<file path="src/rtl/midi_note_band_tracker_assert.svh">
// Assertion macros shared by the note band tracker RTL.
`ifndef MIDI_NOTE_BAND_TRACKER_ASSERT_SVH
`define MIDI_NOTE_BAND_TRACKER_ASSERT_SVH

`ifndef NO_ASSERTIONS
`define MNBT_ASSERT(lbl, prop) \
  lbl: assert property (@(posedge clk_i) disable iff (!rst_ni) prop) \
    else $error("assertion failed");
`define MNBT_ASSERT_NEVER(lbl, cond) \
  lbl: assert property (@(posedge clk_i) disable iff (!rst_ni) !(cond)) \
    else $error("forbidden condition seen");
`else
`define MNBT_ASSERT(lbl, prop)
`define MNBT_ASSERT_NEVER(lbl, cond)
`endif

`endif

</file>
<file path="src/rtl/mnbt_pkg.sv">
// Shared constants, types and helpers of the note band tracker.
package mnbt_pkg;

  localparam int NUM_BANDS      = 12;
  localparam int NOTES_PER_BAND = 10;
  localparam int BAND_W         = (NUM_BANDS > 1) ? $clog2(NUM_BANDS) : 1;
  localparam int MASK_BITS      = 12;
  localparam int MASK_USED      = (NUM_BANDS < MASK_BITS) ? NUM_BANDS : MASK_BITS;
  localparam int COUNT_W        = 8;
  localparam int EVQ_DEPTH      = 4;
  localparam int EVQ_PTR_W      = $clog2(EVQ_DEPTH);

  localparam logic [7:0] TYPE_MASK     = 8'hF0;
  localparam logic [7:0] TYPE_NOTE_ON  = 8'h90;
  localparam logic [7:0] TYPE_NOTE_OFF = 8'h80;

  typedef struct packed {
    logic              is_on;
    logic [6:0]        note;
    logic [6:0]        vel;
    logic [BAND_W-1:0] band;
  } note_evt_t;

  // Band of a note: highest band whose first note does not exceed it,
  // which also clamps to the top band.
  function automatic logic [BAND_W-1:0] band_of_note(logic [6:0] note);
    logic [BAND_W-1:0] band;
    band = '0;
    for (int b = 1; b < NUM_BANDS; b++) begin
      if (int'(note) >= b * NOTES_PER_BAND) begin
        band = BAND_W'(b);
      end
    end
    return band;
  endfunction

  function automatic logic [3:0] band_to_index(logic [BAND_W-1:0] band);
    logic [3:0] idx;
    idx = '0;
    for (int i = 0; i < 4 && i < BAND_W; i++) begin
      idx[i] = band[i];
    end
    return idx;
  endfunction

endpackage

</file>
<file path="src/rtl/mnbt_front.sv">
// Byte parser: running status, data pairing and note event classification.
module mnbt_front import mnbt_pkg::*; (
  input  logic       clk_i,
  input  logic       rst_ni,
  input  logic       push_i,
  input  logic [7:0] midi_byte_i,
  input  logic       evq_full_i,
  output logic       evt_valid_o,
  output note_evt_t  evt_o
);

  logic [7:0] status_q, status_d;
  logic       idx_q, idx_d;
  logic [6:0] first_q, first_d;
  logic       byte_ok;
  logic [7:0] msg_type;

  assign byte_ok  = push_i && !evq_full_i;
  assign msg_type = status_q & TYPE_MASK;

  always_comb begin
    status_d    = status_q;
    idx_d       = idx_q;
    first_d     = first_q;
    evt_valid_o = 1'b0;
    evt_o.is_on = (msg_type == TYPE_NOTE_ON) && (midi_byte_i[6:0] != '0);
    evt_o.note  = first_q;
    evt_o.vel   = midi_byte_i[6:0];
    evt_o.band  = band_of_note(first_q);
    if (byte_ok) begin
      if (midi_byte_i[7]) begin
        status_d = midi_byte_i;
        idx_d    = 1'b0;
      end else if (status_q != '0) begin
        if (!idx_q) begin
          first_d = midi_byte_i[6:0];
          idx_d   = 1'b1;
        end else begin
          idx_d       = 1'b0;
          // drop anything that is not a note message
          evt_valid_o = (msg_type == TYPE_NOTE_ON) || (msg_type == TYPE_NOTE_OFF);
        end
      end
    end
  end

  always_ff @(posedge clk_i or negedge rst_ni) begin
    if (!rst_ni) begin
      status_q <= '0;
      idx_q    <= 1'b0;
      first_q  <= '0;
    end else begin
      status_q <= status_d;
      idx_q    <= idx_d;
      first_q  <= first_d;
    end
  end

  `include "midi_note_band_tracker_assert.svh"

  `MNBT_ASSERT(a_status_clears_idx, (byte_ok && midi_byte_i[7]) |=> (idx_q == 1'b0))
  `MNBT_ASSERT_NEVER(a_evt_without_status, evt_valid_o && (status_q == '0))

endmodule

</file>
<file path="src/rtl/mnbt_evq.sv">
// Short event queue between the parser and the band counters.
module mnbt_evq import mnbt_pkg::*; (
  input  logic      clk_i,
  input  logic      rst_ni,
  input  logic      push_i,
  input  note_evt_t evt_i,
  output logic      full_o,
  input  logic      pop_i,
  output note_evt_t evt_o,
  output logic      empty_o
);

  note_evt_t            mem_q [EVQ_DEPTH];
  logic [EVQ_PTR_W-1:0] wr_q, wr_d, rd_q, rd_d;
  logic [EVQ_PTR_W:0]   cnt_q, cnt_d;
  logic                 do_push, do_pop;

  assign full_o  = (cnt_q == (EVQ_PTR_W+1)'(EVQ_DEPTH));
  assign empty_o = (cnt_q == '0);
  assign do_push = push_i && !full_o;
  assign do_pop  = pop_i && !empty_o;
  assign evt_o   = mem_q[rd_q];

  always_comb begin
    wr_d  = do_push ? wr_q + 1'b1 : wr_q;
    rd_d  = do_pop ? rd_q + 1'b1 : rd_q;
    cnt_d = cnt_q;
    if (do_push && !do_pop) begin
      cnt_d = cnt_q + 1'b1;
    end else if (do_pop && !do_push) begin
      cnt_d = cnt_q - 1'b1;
    end
  end

  always_ff @(posedge clk_i) begin
    if (do_push) begin
      mem_q[wr_q] <= evt_i;
    end
  end

  always_ff @(posedge clk_i or negedge rst_ni) begin
    if (!rst_ni) begin
      wr_q  <= '0;
      rd_q  <= '0;
      cnt_q <= '0;
    end else begin
      wr_q  <= wr_d;
      rd_q  <= rd_d;
      cnt_q <= cnt_d;
    end
  end

  `include "midi_note_band_tracker_assert.svh"

  `MNBT_ASSERT_NEVER(a_count_range, cnt_q > (EVQ_PTR_W+1)'(EVQ_DEPTH))
  `MNBT_ASSERT_NEVER(a_push_when_full, push_i && full_o)

endmodule

</file>
<file path="src/rtl/mnbt_back.sv">
// Band counters and the result register.
module mnbt_back import mnbt_pkg::*; (
  input  logic                 clk_i,
  input  logic                 rst_ni,
  input  note_evt_t            evt_i,
  input  logic                 evq_empty_i,
  output logic                 evq_pop_o,
  input  logic                 pop_i,
  output logic                 empty_o,
  output logic                 is_note_on_o,
  output logic [6:0]           note_number_o,
  output logic [6:0]           note_velocity_o,
  output logic [3:0]           band_index_o,
  output logic [MASK_BITS-1:0] band_active_mask_o
);

  logic [COUNT_W-1:0]   counts_q [NUM_BANDS];
  logic [COUNT_W-1:0]   counts_d [NUM_BANDS];
  logic [COUNT_W-1:0]   cur_cnt, nxt_cnt;
  logic [MASK_BITS-1:0] mask_d, mask_q;
  logic                 valid_q, valid_d;
  logic                 on_q;
  logic [6:0]           note_q, vel_q;
  logic [3:0]           band_q;

  // take a new event when the result slot is free or being emptied
  assign evq_pop_o = !evq_empty_i && (!valid_q || pop_i);
  assign valid_d   = evq_pop_o || (valid_q && !pop_i);

  always_comb begin
    cur_cnt = counts_q[evt_i.band];
    nxt_cnt = cur_cnt;
    if (evt_i.is_on) begin
      if (cur_cnt != '1) begin
        nxt_cnt = cur_cnt + 1'b1;
      end
    end else if (cur_cnt != '0) begin
      nxt_cnt = cur_cnt - 1'b1;
    end
    counts_d = counts_q;
    if (evq_pop_o) begin
      counts_d[evt_i.band] = nxt_cnt;
    end
    mask_d = '0;
    for (int b = 0; b < MASK_USED; b++) begin
      mask_d[b] = (counts_d[b] != '0);
    end
  end

  always_ff @(posedge clk_i or negedge rst_ni) begin
    if (!rst_ni) begin
      valid_q <= 1'b0;
      for (int b = 0; b < NUM_BANDS; b++) begin
        counts_q[b] <= '0;
      end
    end else begin
      valid_q  <= valid_d;
      counts_q <= counts_d;
    end
  end

  always_ff @(posedge clk_i) begin
    if (evq_pop_o) begin
      on_q   <= evt_i.is_on;
      note_q <= evt_i.note;
      vel_q  <= evt_i.vel;
      band_q <= band_to_index(evt_i.band);
      mask_q <= mask_d;
    end
  end

  assign empty_o            = !valid_q;
  assign is_note_on_o       = on_q;
  assign note_number_o      = note_q;
  assign note_velocity_o    = vel_q;
  assign band_index_o       = band_q;
  assign band_active_mask_o = mask_q;

  `include "midi_note_band_tracker_assert.svh"

  `MNBT_ASSERT(a_load_sets_valid, evq_pop_o |=> !empty_o)
  `MNBT_ASSERT_NEVER(a_pop_while_pending, evq_pop_o && valid_q && !pop_i)

endmodule

</file>
<file path="src/rtl/midi_note_band_tracker.sv">
// Top level of the MIDI note band tracker.
// Takes one MIDI byte per clock while full is low, with no gaps needed; a
// note-on or note-off message is written into the event queue at the edge
// that takes its second data byte and then loaded into the result register.
// The parser classifies bytes combinationally and hands note events through
// a four-entry queue to the band counter stage, which updates one counter
// per cycle while the result register is free or being read, and holds the
// result in an output register. full rises only when that queue is full, i.e.
// when a result waits unread behind four events; a byte may come straight after reset.
module midi_note_band_tracker import mnbt_pkg::*; (
  input  logic                 clk_i,
  input  logic                 rst_ni,
  input  logic                 push,
  output logic                 full,
  input  logic [7:0]           midi_byte_i,
  output logic                 empty,
  input  logic                 pop,
  output logic                 is_note_on_o,
  output logic [6:0]           note_number_o,
  output logic [6:0]           note_velocity_o,
  output logic [3:0]           band_index_o,
  output logic [MASK_BITS-1:0] band_active_mask_o
);

  logic      evt_valid, evq_full, evq_empty, evq_pop;
  note_evt_t evt_in, evt_out;

  assign full = evq_full;

  mnbt_front u_front (
    .clk_i       (clk_i),
    .rst_ni      (rst_ni),
    .push_i      (push),
    .midi_byte_i (midi_byte_i),
    .evq_full_i  (evq_full),
    .evt_valid_o (evt_valid),
    .evt_o       (evt_in)
  );

  mnbt_evq u_evq (
    .clk_i   (clk_i),
    .rst_ni  (rst_ni),
    .push_i  (evt_valid),
    .evt_i   (evt_in),
    .full_o  (evq_full),
    .pop_i   (evq_pop),
    .evt_o   (evt_out),
    .empty_o (evq_empty)
  );

  mnbt_back u_back (
    .clk_i              (clk_i),
    .rst_ni             (rst_ni),
    .evt_i              (evt_out),
    .evq_empty_i        (evq_empty),
    .evq_pop_o          (evq_pop),
    .pop_i              (pop),
    .empty_o            (empty),
    .is_note_on_o       (is_note_on_o),
    .note_number_o      (note_number_o),
    .note_velocity_o    (note_velocity_o),
    .band_index_o       (band_index_o),
    .band_active_mask_o (band_active_mask_o)
  );

endmodule

</file>
<file path="config.mk">
export PLATFORM = sky130hd
export DESIGN_NAME = midi_note_band_tracker
export DESIGN_NICKNAME = d
export VERILOG_FILES = /design/src/rtl/mnbt_pkg.sv /design/src/rtl/mnbt_front.sv /design/src/rtl/mnbt_evq.sv /design/src/rtl/mnbt_back.sv /design/src/rtl/midi_note_band_tracker.sv
export VERILOG_INCLUDE_DIRS = /design/src /design/src/rtl
export SDC_FILE = /design/constraint.sdc
export NUM_CORES = 1
export LEC_CHECK = 0
export CORE_MARGIN = 8
export CORE_UTILIZATION = 64
export DETAILED_ROUTE_END_ITERATION = 10
export DONT_BUFFER_PORTS = 1
export HOLD_SLACK_MARGIN = 0.05
export PLACE_DENSITY = 0.8
export SLEW_MARGIN = 20
export SYNTH_ARGS = -nofsm -noshare
export SYNTH_HDL_FRONTEND = slang
export SYNTH_SLANG_ARGS = --single-unit
export TNS_END_PERCENT = 1
</file>
<file path="constraint.sdc">
create_clock -name clk_i -period 5.3 [get_ports clk_i]
set_input_delay 1.06 -clock clk_i [delete_from_list [all_inputs] [get_ports clk_i]]
set_output_delay 1.06 -clock clk_i [all_outputs]
set_load 0.01 [all_outputs]
</file>
After elaboration in Yosys (flattened, before gate mapping)
Memories as Yosys holds them, arrays and structs flattened.
Cells that the tools add are included.
{ "word_totals": {"reg_bits": 151, "memories": 1, "ram_bits": 76, "in_bits": 12, "out_inout_bits": 33, "word_cells": 122} }
{ "op_classes": {"add_sub_neg": 6, "order_cmp": 13, "bitwise": 3, "reduce_logical": 39, "n_mux": 32, "n_eq_ne": 4} }
{ "mem_list": {"columns": ["memory", "depth", "width", "read_ports", "rd_clocked_by_memory_dff", "wr", "line", "text"], "rows": [
  ["u_evq.mem_q", 4, 19, 1, 0, 1, "mnbt_evq.sv:13", "note_evt_t mem_q [EVQ_DEPTH];"]
]} }
{ "op_table": {"columns": ["op", "count"], "rows": [
  ["8-bit nonzero test", 14],
  ["96-bit bitwise mux", 1],
  ["96-bit two-way mux", 1],
  ["8-bit two-way mux", 6],
  ["4-bit two-way mux", 10],
  ["7-bit >= comparator, second input constant", 5],
  ["8-bit binary-select mux with 4-bit select", 1],
  ["8-bit demux with 4-bit select", 1],
  ["7-bit by 6-bit >= comparator with 1-bit output, second input constant", 3],
  ["7-bit by 5-bit >= comparator with 1-bit output, second input constant", 2],
  ["1-bit two-way mux", 10],
  ["1-bit logical AND", 9],
  ["8-bit by 1-bit adder with 8-bit output, second input constant", 1],
  ["4-bit == test, second input constant", 2],
  ["8-bit != test, second input constant", 1],
  ["8-bit by 1-bit subtractor with 8-bit output, second input constant", 1],
  ["7-bit by 4-bit >= comparator with 1-bit output, second input constant", 1],
  ["7-bit nonzero test", 1],
  ["1-bit zero test", 6],
  ["3-bit two-way mux", 2],
  ["5-bit >= comparator, second input constant", 1],
  ["5-bit by 1-bit less-than comparator with 1-bit output, second input constant", 1],
  ["4-bit inverter with 5-bit output", 1],
  ["2-bit by 1-bit adder with 2-bit output, second input constant", 2],
  ["9 further kinds", 14]
]} }

Logic depth before layout (Yosys ltp)
{ "depth": {"depth_word": 12, "mapped_depth": 21, "mapped_depth_nobuf": 16} }

Hierarchy
From an unflattened synthesis, not the netlist that was laid out.
{ "unflattened": {"hier_cells": 856, "area_unflattened_um2": 10636.5} }
{ "by_module_without_submodules": {"columns": ["module", "seq_area_each_um2", "cells_each", "area_per_inst_um2", "instances"], "rows": [
  ["mnbt_back", 3358.2, 633, 6530.0, 1],
  ["mnbt_evq", 2457.4, 135, 3159.3, 1],
  ["mnbt_front", 400.4, 88, 947.2, 1]
]} }

Least setup slack after synthesis
No wires, ideal clock.
{ "synth_path": {"path_type": "reg2reg", "from": "register u_evq.rd_q[0]", "to": "register u_back.mask_q[1], in the netlist u_back.band_active_mask_o[1], data pin", "stages_incl_launch_ff": 17, "setup_time_ns": 0.267, "required_ns": 5.033, "period_less_slack_ns": 3.894, "path_buffers": 4, "t_arrival_ns": 3.627, "slack_ns": 1.406, "path_cell_list": "dfrtp_1 buf_6 mux4_2 buf_6 buf_6 mux2i_1 o22ai_1 o31ai_2 inv_1 ha_1 a21boi_2 a31o_2 a221oi_2 a31oi_4 buf_4 o41ai_2 nand3_1"} }
{ "synth_via": {"elab_chain_cells": 11, "word_cells_on_any_way": 20, "classes_between": "add/sub (2); order compare (2); eq/ne (1); mux (10); bitwise (1); reduce/logical (3); memory (1)"} }
{ "synth_rtl": {"columns": ["item", "line", "text"], "rows": [
  ["start: declaration", "mnbt_evq.sv:14", "logic [EVQ_PTR_W-1:0] wr_q, wr_d, rd_q, rd_d;"],
  ["start signal: assignment", "mnbt_evq.sv:48", "rd_q <= rd_d;"],
  ["memory 4 x 19 bit *", null, null],
  ["4-bit inverter with 5-bit output (not written as such)", "mnbt_back.sv:31, mnbt_back.sv:42", null],
  ["8-bit binary-select mux with 4-bit select", "mnbt_back.sv:31", "cur_cnt = counts_q[evt_i.band];"],
  ["8-bit two-way mux (not written as such) (2 in a row)", "mnbt_back.sv:31", null],
  ["8-bit by 1-bit subtractor with 8-bit output (tied with other cells)", "mnbt_back.sv:38", "nxt_cnt = cur_cnt - 1'b1;"],
  ["8-bit two-way mux (on tied branches)", "mnbt_back.sv:37, mnbt_back.sv:34", null],
  ["8-bit two-way mux", "mnbt_back.sv:33", "if (evt_i.is_on) begin"],
  ["96-bit bitwise mux *", "mnbt_back.sv:42", "counts_d[evt_i.band] = nxt_cnt;"],
  ["96-bit two-way mux *", "mnbt_back.sv:41", "if (evq_pop_o) begin"],
  ["8-bit nonzero test *", "mnbt_back.sv:46", "mask_d[b] = (counts_d[b] != '0);"],
  ["via u_back.mask_d[1]", "mnbt_back.sv:20", "logic [MASK_BITS-1:0] mask_d, mask_q;"],
  ["end signal: assignment", "mnbt_back.sv:68", "mask_q <= mask_d;"],
  ["end: declaration", "mnbt_back.sv:20", null]
]} }
Mark *: on every way through the listed nets, which the timed path passes. The rest lies on a longest branch. The select of a mux whose other input is x is not followed.
A chain may end at the register's enable or synchronous reset.

Worst setup path after layout
{ "layout_path": {"from": "register u_evq.rd_q[1]", "to": "register u_back.mask_q[11], in the netlist u_back.band_active_mask_o[11], data pin"} }
Same word-level chain as after synthesis.

==> run summary <==
Final Skew: 0.0220 ns
Nets: 997
num rows: 48
DIE AREA: 0.0217 sq mm
Achievable Freq: 209 MHz
most area-consuming cells after synthesis: edfxtp_1 (29%), dfrtp_1 (27%), nand2_1 (8.8%)
pwr dens: 733 mW/mm^2
CTS tree: done
post-synthesis async set-or-reset flop share: 52.9%
Worst Path Arrival: 5.05 ns
Critical Path Source: u_evq.rd_q[1]
switching share of total power: 45.7%
syn_nets: 1003
I/O Pins: 45
Via density: 6.59
kind of end point of the critical path: flop
Yosys warning count: 0
Synth Register Bits: 227
H-tree levels: 1
Setup WS pre-CTS: 0.609 ns
critical path class: reg -> reg
Max IR drop VDD: 0.676 mV
area leader, netlist: edfxtp_1
largest net degree at the start of global routing: 121
Design Power: 8750 uW
Max-Cap Viols: 0
diode count: 0
Hold Violations, Final: 0
First DRT Iteration DRCs: 1027
Seq/Total Area, Yosys: 56.4%
final worst path period need: 4.80 ns
worst reg-to-reg setup slack: 0.50 ns
clock root cell: clkbuf_16
number of global-route vias before repair: 7778
Post-Route Setup TNS: 0 ns
CTS Hold Bufs: 0
Placed Cells: 1174
fin crit share: 90.5%
endpoint of the most critical setup path: u_back.band_active_mask_o[11]
max-slew violation count: 0
area added between synthesis and finish: 8.39%
worst r2r path cells: 14
design area: 0.0119 sq mm
Starting Density: 64.6%
sequential cell area: 0.00622 sq mm
Avg Cell Area, Syn: 11.2 sq um
worst r2r src: u_evq.rd_q[1]
Max-slew headroom: 33.2%
Post-Synthesis Cells: 982
HP Class: in -> async
initial antenna violation count: 0
CP Max Fanout: 25
Synth top cells by count: nand2_1 (258), dfrtp_1 (120), edfxtp_1 (107)
Port Buf Inserts: 0
Fillers: 1240
GRT Overall Usage: 25.7%
TritonRoute pass-1 iters: 5
Via Count: 8023
EDFF count, synth: 107
Clock Path Buffers: 3
final non-filler cell total: 1218
Worst-Skew Late Latency: 0.54 ns
Startpoint Class: flop
Multi-input gate area: 0.00446 sq mm
Worst Slack Setup Final: 0.505 ns
Horiz. Die Dim: 147 um
Clock Sinks: 227
outcome: finished clean
die height: 147 um
internal power: 4750 uW
cell with the most instances after synthesis: nand2_1
Logic pwr share: 48.0%
Antenna Nets Post-Route: 0
Setup violations, final: 0
TritonCTS Buffers: 24
post-synth cell types: 77
Seq pwr share: 33.2%
Req. time, crit path: 5.55 ns
mapped cell area: 0.0110 sq mm
dpl cell area: 0.0111 sq mm
global route overflow: 0
worst-margin pin slew: 1.00 ns
post_cts resized: 0
drt total wl: 27600 um
RR Endpoint: u_back.band_active_mask_o[11]
post-synth top area share: 29.1%
# DRC: 0
layout cells sized above 1: 13.7%
unrepaired setup endpoints after global routing: false
Worst-path clk slew: 0.06 ns
main flop type after synthesis: dfrtp_1
Clock power frac: 18.9%
post-detailed-placement half-perimeter wirelength: 17900 um
GPL Wtd Cong: 0.999
post-CTS setup buffers: 0
P_sw: 4000 uW
first-pass GRT wire length: 44100 um
Leakage: 0.00493 uW
core area: 0.0171 sq mm
wire length per cell: 22.7 um
[per-layer routing]
| layer | GRT usage [%] | vias to the layer above | routed length (um) |
|---|---|---|---|
| met5 | 0 | - | 0 |
| met4 | 8.57 | 0 | 739 |
| met3 | 4.86 | 62 | 2660 |
| met2 | 38.8 | 459 | 12500 |
| met1 | 36.8 | 3962 | 11700 |
| li1 | - | 3540 | - |
[critical path: stages (launching register included)]
cell and delay (ns):
dfrtp_1 0.51, buf_4 0.26, mux2_2 0.37, o21ai_4 0.32, inv_4 0.20, o31a_1 0.34
or2_2 0.31, inv_1 0.20, ha_1 0.21, a21boi_2 0.34, o41a_1 0.21, o32ai_1 0.09
a2111o_1 0.63, o41ai_1 0.38, nand3_1 0.14
[kinds of logic after synthesis]
family                   share of synthesized area (%)
flip-flops                                        56.4
adder cells (fa/ha/maj)                           1.09
XOR/XNOR                                         0.715
AO/OA/AOI/OAI                                     9.73
multiplexers                                      10.2
buffers and inverters                             3.26
AND/OR/NAND/NOR                                   18.6
[area by class of cell]
type,instances,share of cell area (%)
flip-flops and latches,227,52.0
multi-input cells,689,37.3
clock buffers,28,5.41
well taps,225,2.36
repair buffers,19,1.26
clock inverters,15,1.12
inverters,15,0.492
[flip-flops by register name, summed over array words and instances (netlist names)]
name / flops
u_back.note_velocity_o: 7
u_back.band_active_mask_o: 12
u_evq.cnt_q: 3
u_front.status_q: 8
u_front.first_q: 7
u_back.band_index_o: 4
u_evq.rd_q: 2
u_evq.wr_q: 2
u_evq.mem_q: 76
u_back.valid_q: 1
u_back.counts_q: 96
u_front.idx_q: 1
u_back.note_number_o: 7
u_back.is_note_on_o: 1
[power groups by stage]
stage / Clock [uW] / Sequential [uW] / Combinational (uW)
final: 1650 / 2900 / 4200
after global routing: 1740 / 2960 / 4500
after CTS: 1670 / 2890 / 4090
after detailed placement: 0 / 2920 / 4050
after global placement: 0 / 2900 / 3990
after floorplan: 0 / 2730 / 3130
[placed cells by master, fill, tap and decap left out, drive strengths merged, types with 17 or more instances in the layout]
master,instances
nand3,42
mux2,23
nor2,70
nand2,258
mux4,18
mux2i,46
nor4,17
o21ai,28
buf,19
dfrtp,120
clkbuf,28
edfxtp,107
[stage by stage]
step	hold WS (ns)	utilization (%)
after floorplan	0.451	-
after global placement	0.473	65.4
final	0.236	70.0
after CTS	0.203	69.9
after detailed placement	0.473	65.4
after global routing	0.207	70.0
[worst min-delay path by stage]
stage	slack [ns]	end	from
global placement	0.47	u_back.counts_q[6]	u_back.counts_q[6]
floorplan	0.45	u_front.status_q[7]	u_front.status_q[7]
finish	0.24	u_back.counts_q[80]	rst_ni
CTS	0.20	u_back.counts_q[29]	rst_ni
global route	0.21	u_back.counts_q[29]	rst_ni
detailed placement	0.47	u_front.status_q[7]	u_front.status_q[7]
(Power assumes the default switching activity.)
